$ cat src/pfla_pkg.sv
// Shared types, codes and defaults of the page free list allocator.
package pfla_pkg;

	// Fixed field widths.
	localparam int DATA_W    = 32;
	localparam int STATUS_W  = 2;
	localparam int CFG_IDX_W = 2;

	// Parameter defaults.
	localparam int PAGE_BYTES_DEF = 4096;
	localparam int MAX_PAGES_DEF  = 1024;

	// Register reset values.
	localparam logic [DATA_W-1:0] REGION_BASE_RST = 32'h0010_0000;
	localparam logic [DATA_W-1:0] REGION_TOP_RST  = 32'h0050_0000;

	// Register indexes.
	localparam logic [CFG_IDX_W-1:0] REG_BASE = 2'd0;
	localparam logic [CFG_IDX_W-1:0] REG_TOP  = 2'd1;

	// Operation codes.
	localparam logic OP_ALLOC = 1'b0;
	localparam logic OP_FREE  = 1'b1;

	// Result status codes.
	typedef enum logic [STATUS_W-1:0] {
		STATUS_OK    = 2'd0,
		STATUS_EMPTY = 2'd1,
		STATUS_RANGE = 2'd2,
		STATUS_ALIGN = 2'd3
	} status_t;

	// Commands from the controller to the datapath.
	typedef struct packed {
		logic sweep_clear;
		logic sweep_step;
		logic capture;
		logic commit;
	} pfla_cmd_t;

	// Status from the datapath to the controller.
	typedef struct packed {
		logic sweep_last;
	} pfla_stat_t;

endpackage

$ cat src/pfla_ctrl.sv
// Controller state machine: link sweep, transaction acceptance and result handoff.
module pfla_ctrl (
	input  logic                            clk,
	input  logic                            arst_n,
	input  logic                            in_valid,
	output logic                            in_stall,
	output logic                            out_valid,
	input  logic                            out_stall,
	input  logic                            wr_en,
	input  logic [pfla_pkg::CFG_IDX_W-1:0]  wr_index,
	output pfla_pkg::pfla_cmd_t             cmd,
	input  pfla_pkg::pfla_stat_t            stat
);
	import pfla_pkg::*;

	typedef enum logic [2:0] {
		ST_SWEEP = 3'b001,
		ST_IDLE  = 3'b010,
		ST_EXEC  = 3'b100
	} state_t;

	state_t state_q;
	state_t state_d;
	logic   out_valid_q;
	logic   cfg_wr;
	logic   out_free;

	// Only writes to a defined register rebuild the list.
	assign cfg_wr   = wr_en && ((wr_index == REG_BASE) || (wr_index == REG_TOP));
	assign out_free = !out_valid_q || !out_stall;
	assign in_stall = (state_q != ST_IDLE) || cfg_wr;

	// Next state and commands.
	always_comb begin
		state_d = state_q;
		cmd     = '0;
		if (cfg_wr) begin
			state_d         = ST_SWEEP;
			cmd.sweep_clear = 1'b1;
		end else begin
			case (state_q)
				ST_SWEEP: begin
					cmd.sweep_step = 1'b1;
					if (stat.sweep_last) begin
						state_d = ST_IDLE;
					end
				end
				ST_IDLE: begin
					if (in_valid) begin
						cmd.capture = 1'b1;
						state_d     = ST_EXEC;
					end
				end
				ST_EXEC: begin
					if (out_free) begin
						cmd.commit = 1'b1;
						state_d    = ST_IDLE;
					end
				end
				default: begin
					state_d = ST_SWEEP;
				end
			endcase
		end
	end

	// State register; reset starts the link sweep.
	always_ff @(posedge clk or negedge arst_n) begin
		if (!arst_n) begin
			state_q <= ST_SWEEP;
		end else begin
			state_q <= state_d;
		end
	end

	// Output valid flag of the result register.
	always_ff @(posedge clk or negedge arst_n) begin
		if (!arst_n) begin
			out_valid_q <= 1'b0;
		end else if (cmd.commit) begin
			out_valid_q <= 1'b1;
		end else if (!out_stall) begin
			out_valid_q <= 1'b0;
		end
	end

	assign out_valid = out_valid_q;

endmodule

$ cat config.mk
export PLATFORM = sky130hd
export DESIGN_NAME = pfla_ctrl
export DESIGN_NICKNAME = d
export VERILOG_FILES = /design/src/pfla_pkg.sv /design/src/pfla_ctrl.sv
export SDC_FILE = /design/constraint.sdc
export NUM_CORES = 1
export LEC_CHECK = 0
export ABC_AREA = 1
export BUFFER_PORTS_ARGS = -buffer_cell sky130_fd_sc_hd__buf_2
export CORE_AREA = 5 5 42 44
export DETAILED_ROUTE_END_ITERATION = 12
export DIE_AREA = 0 0 47 49
export GPL_TIMING_DRIVEN = 0
export SETUP_SLACK_MARGIN = 0.05
export SLEW_MARGIN = 25
export SYNTH_ARGS = -nofsm -noshare
export SYNTH_HDL_FRONTEND = slang
export SYNTH_SLANG_ARGS = --single-unit
$ cat constraint.sdc
create_clock -name clk -period 1.32 [get_ports clk]
set_clock_uncertainty 0.05 [all_clocks]
set_input_delay 0.132 -clock clk [delete_from_list [all_inputs] [get_ports clk]]
set_output_delay 0.132 -clock clk [all_outputs]
set_load 0.005 [all_outputs]
==> results.py, run 1 <==
metrics = {
    "outcome": {
        "outcome": "complete, but fails checks",
        "violations": "setup timing",
    },
    "place": {
        "hpwl_um": 489,
        "pre_cts_ws_ns": 0.190,
        "dp_cells": 64,
        "io_buffer_count": 12,
        "gp_congestion": 0.651,
    },
    "cts": {
        "clockRootBuffer": "clkbuf_4",
        "htreeDepth": 1,
        "clockBufferDepth": 2,
        "cts_tree": "yes",
        "clk_pin_slew_ns": 0.04,
        "cts_buffers": 3,
        "clock_sinks": 4,
        "clock_latency_ns": 0.23,
    },
    "logic_synthesis": {
        "netlist_area_sq_um": 283,
        "synthTopCellsByCount": "inv_1, nand2_1, nor2_2",
        "yosysWarnings": 0,
        "synth_cell_types": 16,
        "synth-seq-area-share_pct": 35.8,
        "synth-edff-count": 0,
        "synth-xor-area-share_pct": 0,
        "synth-compound-area-share_pct": 1.77,
        "yosys.cell_count.top_type": "inv_1",
        "synthTopCellsByArea": "dfrtp_1, dfstp_2, inv_1",
        "synth_top_family_by_area": "simple AND/OR/NAND/NOR gates",
        "ys_async_sr_fraction_pct": 100,
        "synth_adder_area_share_pct": 0,
        "ys_seq_elements": 4,
        "synth-simple-area-share_pct": 47.8,
        "synth_top_area_cell": "dfrtp_1",
        "synth_top_flop_cell": "dfrtp_1",
        "synthCells": 36,
        "synthMuxAreaShare_pct": 0,
        "syn_nets": 44,
        "avgSynthCellArea_sq_um": 7.85,
        "synth_top_area_share_pct": 26.5,
    },
    "floorplan": {
        "die_h_um": 49,
        "dieWidth_um": 47,
        "row_count": 14,
        "ios": 14,
        "core_sq_mm": 0.00140,
        "fp.dieArea_sq_mm": 0.00230,
        "initial_core_util_pct": 20.2,
    },
    "worst_setup_path": {
        "slowest_delay_ns": 0.53,
        "r2r-end": "state_q[1]",
        "worstSetupEndpointType": "output port",
        "cp_max_fo": 2,
        "path_class": "register to output port",
        "critPathLaunch": "state_q[0]",
        "crit_required_ns": 1.14,
        "worst-r2r-setup-slack_ns": 0.10,
        "r2r-start": "state_q[0]",
        "r2r_cells": 7,
        "critical_path.slowest_cell": "dfstp_2",
        "crit_chain": "buf_4 > nor2_4 > nand3_2 > nor2_1 > buf_2",
        "cp_data_arrival_time_ns": 1.14,
        "worstSetupStartpointType": "register",
        "endpoint": "cmd[0]",
    },
    "grt": {
        "grt_util_met3_pct": 2.21,
        "grt_pass1_vias": 260,
        "grt_max_degree": 8,
        "grt_pass1_wl_mm": 1.09,
        "grt.total_usage_pct": 7.13,
        "grt_overflow_total": 0,
        "antenna_found_initial": 0,
        "gr-usage-met2_pct": 9.73,
        "grtUsageMet1_pct": 7.54,
        "grt_most_used_layer": "met2",
    },
    "routing": {
        "dr_total_vias": 292,
        "routed_wl_um": 657,
        "wl_per_cell_um": 9.00,
        "drt_iter0_drc": 6,
        "drt-vias-per-instance": 4.00,
        "drc": 0,
        "dr.pass1.iters": 3,
        "ant_nets": 0,
    },
    "final_layout": {
        "n_antenna_cell": 0,
        "fill_cells": 158,
        "fin_cells": 73,
        "fin_util_pct": 31.4,
        "multi_input_comb_area_sq_um": 150,
        "ff_latch_area_sq_um": 103,
        "drive_gt1_share_pct": 59.6,
        "synthToLayoutAreaGrowth_pct": 55.8,
        "nets": 66,
    },
    "timing": {
        "worst_pin_slew_ns": 0.191,
        "whs_ns": 0.0719,
        "rsz0062_at_grt": "yes",
        "setup_viol": 1,
        "hold_viol_final": 0,
        "timing.final.ws_setup_ns": -0.00129,
        "max_freq_ghz": 0.757,
        "finalCriticalPeriod_ns": 1.32,
        "fin_crit_sh_pct": 100,
        "maxSlewHeadroom_pct": 87.3,
        "slew_violations": 0,
    },
    "job": {
        "maxCapViolCount": 0,
    },
    "power_and_ir_drop": {
        "total_power_mw": 0.715,
        "ir_drop_v": 0.000526,
        "p_per_area_mw_per_mm2": 1620,
        "p_leak_nw": 0.262,
    },
    "hold_path": {
        "hold_class": "primary input to register",
    },
}
report_power, final:
part / switching [mW] / internal, mW / total [mW]
Sequential: 0.0389 / 0.168 / 0.207
Combinational: 0.177 / 0.164 / 0.341
Clock: 0.0536 / 0.114 / 0.167
Total: 0.269 / 0.446 / 0.715
cell families after synthesis:
family          after synthesis
buf+inv                      10
flops                         4
compound gates                1
simple gates                 21
state kept, by name (all words and copies together) (netlist names):
name       flops
state_q        3
out_valid      1
per-layer routing:
| layer | wire, um | share of wire, % | up-vias |
|---|---|---|---|
| met1 | 244 | 37 | 136 |
| met3 | 38 | 5.8 | 0 |
| met5 | 0 | 0 | - |
| li1 | - | - | 150 |
| met4 | 0 | 0 | 0 |
| met2 | 373 | 57 | 6 |
cell type report:
type                            count  share of cell area, %
Buffer                              1                   1.70
Clock buffer                        4                   5.97
Inverter                            9                   7.67
Multi-Input combinational cell     22                   34.1
Sequential cell                     4                   23.3
Tap cell                           16                   4.55
Timing Repair Buffer               17                   22.7
through the flow:
| step | cell area [sq um] | setup TNS [ns] |
|---|---|---|
| 6_report | 440 | -0.00129 |
| 5_1_grt | 440 | -0.158 |
| 4_1_cts | 428 | -0.0121 |
| 3_5_place_dp | 363 | 0 |
| 3_3_place_gp | 363 | 0 |
| 2_1_floorplan | 283 | 0 |
layout by cell type (no fill, tap or decap), types with 2 or more instances in the layout:
cell type  instances
buf_2             12
buf_4              5
clkbuf_4           3
dfrtp_1            2
inv_1              7
inv_2              2
nand2_1            5
nand3_1            2
nand3_2            2
nand4_1            2
nor2_1             2
nor2_2             2
nor2_4             3
worst max-delay path: cells and delay by family, from the launching register on:
kind | cells | cell delay [ns]
DFF | 1 | 0.53
buffers and inverters | 2 | 0.22
and+or+nand+nor | 3 | 0.15
what timing repair did:
action,CTS,global route
setup endpoints to repair,3,4
hold buffers,1,0
pin swaps,1,0
resized for setup,2,1
buffers inserted,3,1
endpoints found under the hold margin,4,0
worst min path at each step:
| stage | from | end | slack, ns | cells past startpoint |
|---|---|---|---|---|
| final | out_stall | out_valid | 0.07 | 3 |
| after global routing | out_stall | out_valid | 0.08 | 3 |
| after CTS | out_stall | out_valid | 0.07 | 3 |
| after detailed placement | arst_n | out_valid | -0.11 | 1 |
| after global placement | arst_n | out_valid | -0.11 | 1 |
| after floorplan | arst_n | out_valid | -0.21 | 0 |
(Power assumes the default switching activity.)
==> inputs of run 2 (changes only) <==
--- a/config.mk
+++ b/config.mk
@@ -6,10 +6,10 @@
 export NUM_CORES = 1
 export LEC_CHECK = 0
 export ABC_AREA = 1
-export BUFFER_PORTS_ARGS = -buffer_cell sky130_fd_sc_hd__buf_2
 export CORE_AREA = 5 5 42 44
 export DETAILED_ROUTE_END_ITERATION = 12
 export DIE_AREA = 0 0 47 49
+export DONT_BUFFER_PORTS = 1
 export GPL_TIMING_DRIVEN = 0
 export SETUP_SLACK_MARGIN = 0.05
 export SLEW_MARGIN = 25
==> results.py, run 2 (synthesis results as in run 1) <==
metrics = {
    "routing": {
        "dr_total_vias": 254,
        "drc": 0,
        "drt_iter0_drc": 3,
        "routed_wl_um": 624,
        "drt-vias-per-instance": 4.16,
        "dr.pass1.iters": 4,
        "ant_nets": 0,
        "wl_per_cell_um": 10.2,
    },
    "worst_setup_path": {
        "path_buf_inv": 2,
        "slowest_delay_ns": 0.55,
        "worstSetupEndpointType": "output port",
        "path_class": "register to output port",
        "critical_path.slowest_cell": "dfstp_2",
        "r2r_cells": 7,
        "worst-r2r-setup-slack_ns": 0.13,
        "cp_max_fo": 3,
        "crit_chain": "inv_4 > nor2_4 > nand3_2 > inv_2",
        "worstSetupStartpointType": "register",
        "crit_required_ns": 1.14,
        "r2r-end": "state_q[1]",
        "r2r-start": "state_q[0]",
        "cp_data_arrival_time_ns": 1.06,
        "cpLargestDelayFamily": "flip-flops",
    },
    "place": {
        "hpwl_um": 473,
        "dp_cells": 52,
        "io_buffer_count": 0,
        "gp_congestion": 0.653,
    },
    "floorplan": {
        "core_sq_mm": 0.00140,
        "dieWidth_um": 47,
        "fp.dieArea_sq_mm": 0.00230,
        "initial_core_util_pct": 20.2,
        "row_count": 14,
        "ios": 14,
        "die_h_um": 49,
    },
    "outcome": {
        "outcome": "finished, final reports clean",
    },
    "grt": {
        "grt_pass1_wl_um": 952,
        "grt_overflow_total": 0,
        "grt.total_usage_pct": 6.21,
        "antenna_found_initial": 0,
        "grt_max_degree": 8,
        "grt_pass1_vias": 262,
    },
    "cts": {
        "clockBufferDepth": 2,
        "clk_pin_slew_ns": 0.04,
        "htreeDepth": 1,
        "clock_sinks": 4,
        "clockRootBuffer": "clkbuf_4",
        "clock_latency_ns": 0.24,
        "cts_buffers": 3,
        "cts_tree": "yes",
    },
    "timing": {
        "tns_ns": 0,
        "hold_viol_final": 0,
        "finalCriticalPeriod_ns": 1.24,
        "worst_pin_slew_ns": 0.171,
        "slew_violations": 0,
        "max_freq_ghz": 0.806,
        "rsz0062_at_grt": "yes",
        "fin_crit_sh_pct": 94.0,
        "maxSlewHeadroom_pct": 88.5,
        "setup_viol": 0,
    },
    "final_layout": {
        "largest_reg_flops": 3,
        "fin_cells": 61,
        "drive_gt1_share_pct": 55.6,
        "nets": 54,
        "synthToLayoutAreaGrowth_pct": 41.6,
        "layout_common_cells": "inv_1, nand2_1, nor2_2, buf_4",
        "top_register": "state_q",
        "final_common_cell": "inv_1",
        "n_antenna_cell": 0,
        "fill_cells": 162,
    },
    "job": {
        "maxCapViolCount": 0,
    },
    "power_and_ir_drop": {
        "p_per_area_mw_per_mm2": 1710,
        "p_leak_nw": 0.207,
        "ir_drop_v": 0.000549,
    },
    "hold_path": {
        "min_from": "stat",
        "hold_path_end": "state_q[0]",
        "hold_class": "primary input to register",
        "whs_path_depth": 3,
    },
}
run 2: changes by cell type in the layout (fill, tap and decap cells not counted), sizes merged:
| cell | delta |
|---|---|
| dlygate4sd3 | +1 |
| buf | -13 |
run 2: repair_timing:
action,CTS,global route
pin swaps,0,2
setup buffers,1,2
resized for setup,1,8
setup endpoints to repair,2,3
endpoints found under the hold margin,5,0
hold buffers,2,0
run 2: final cells by class:
type / instances / area, sq um / area share, %
Tap cell: 16 / 20.0 / 5.00
Sequential cell: 4 / 104 / 25.9
Multi-Input combinational cell: 22 / 164 / 40.9
Inverter: 9 / 36.3 / 9.06
Buffer: 1 / 7.51 / 1.88
Timing Repair Buffer: 5 / 42.5 / 10.6
Clock buffer: 4 / 26.3 / 6.56
run 2: power breakdown:
| group | total, mW | switching (mW) | internal, mW |
|---|---|---|---|
| clock network | 0.168 | 0.0542 | 0.114 |
| logic | 0.297 | 0.166 | 0.131 |
| registers | 0.219 | 0.0477 | 0.171 |
| total | 0.683 | 0.268 | 0.415 |
run 2: worst max-delay path by stage:
stage                     cells after the start  slack (ns)        from    endpoint
after detailed placement                      5        0.21  state_q[0]  state_q[1]
after global placement                        5        0.22  state_q[0]  state_q[1]
after global routing                          3        0.03  state_q[2]      cmd[1]
after floorplan                               5        0.27  state_q[0]  state_q[1]
after CTS                                     4        0.04  state_q[0]      cmd[2]
final                                         4        0.08  state_q[0]      cmd[2]
run 2: tightest hold or removal path, stage by stage:
cell,delay [ns]
inv_1,0.02
nand4_1,0.10
nand2_1,0.06
run 2: stage by stage:
step / area [sq um] / utilization [%] / setup WS (ns) / power (mW) / hold WS [ns]
global route: 400 / 28.6 / 0.0260 / 0.743 / 0.0533
detailed placement: 303 / 21.6 / 0.210 / 0.420 / -0.213
finish: 400 / 28.6 / 0.0787 / 0.683 / 0.0355
CTS: 359 / 25.6 / 0.0405 / 0.628 / 0.0265
global placement: 303 / 21.6 / 0.218 / 0.411 / -0.213
floorplan: 283 / - / 0.268 / 0.382 / -0.214
run 2: metal layers:
metal	routed length (um)	vias up	global-route usage [%]
met5	0	-	0
met4	0	0	8.29
met3	29	0	1.85
met2	371	6	9.05
met1	223	121	5.53
li1	-	127	-
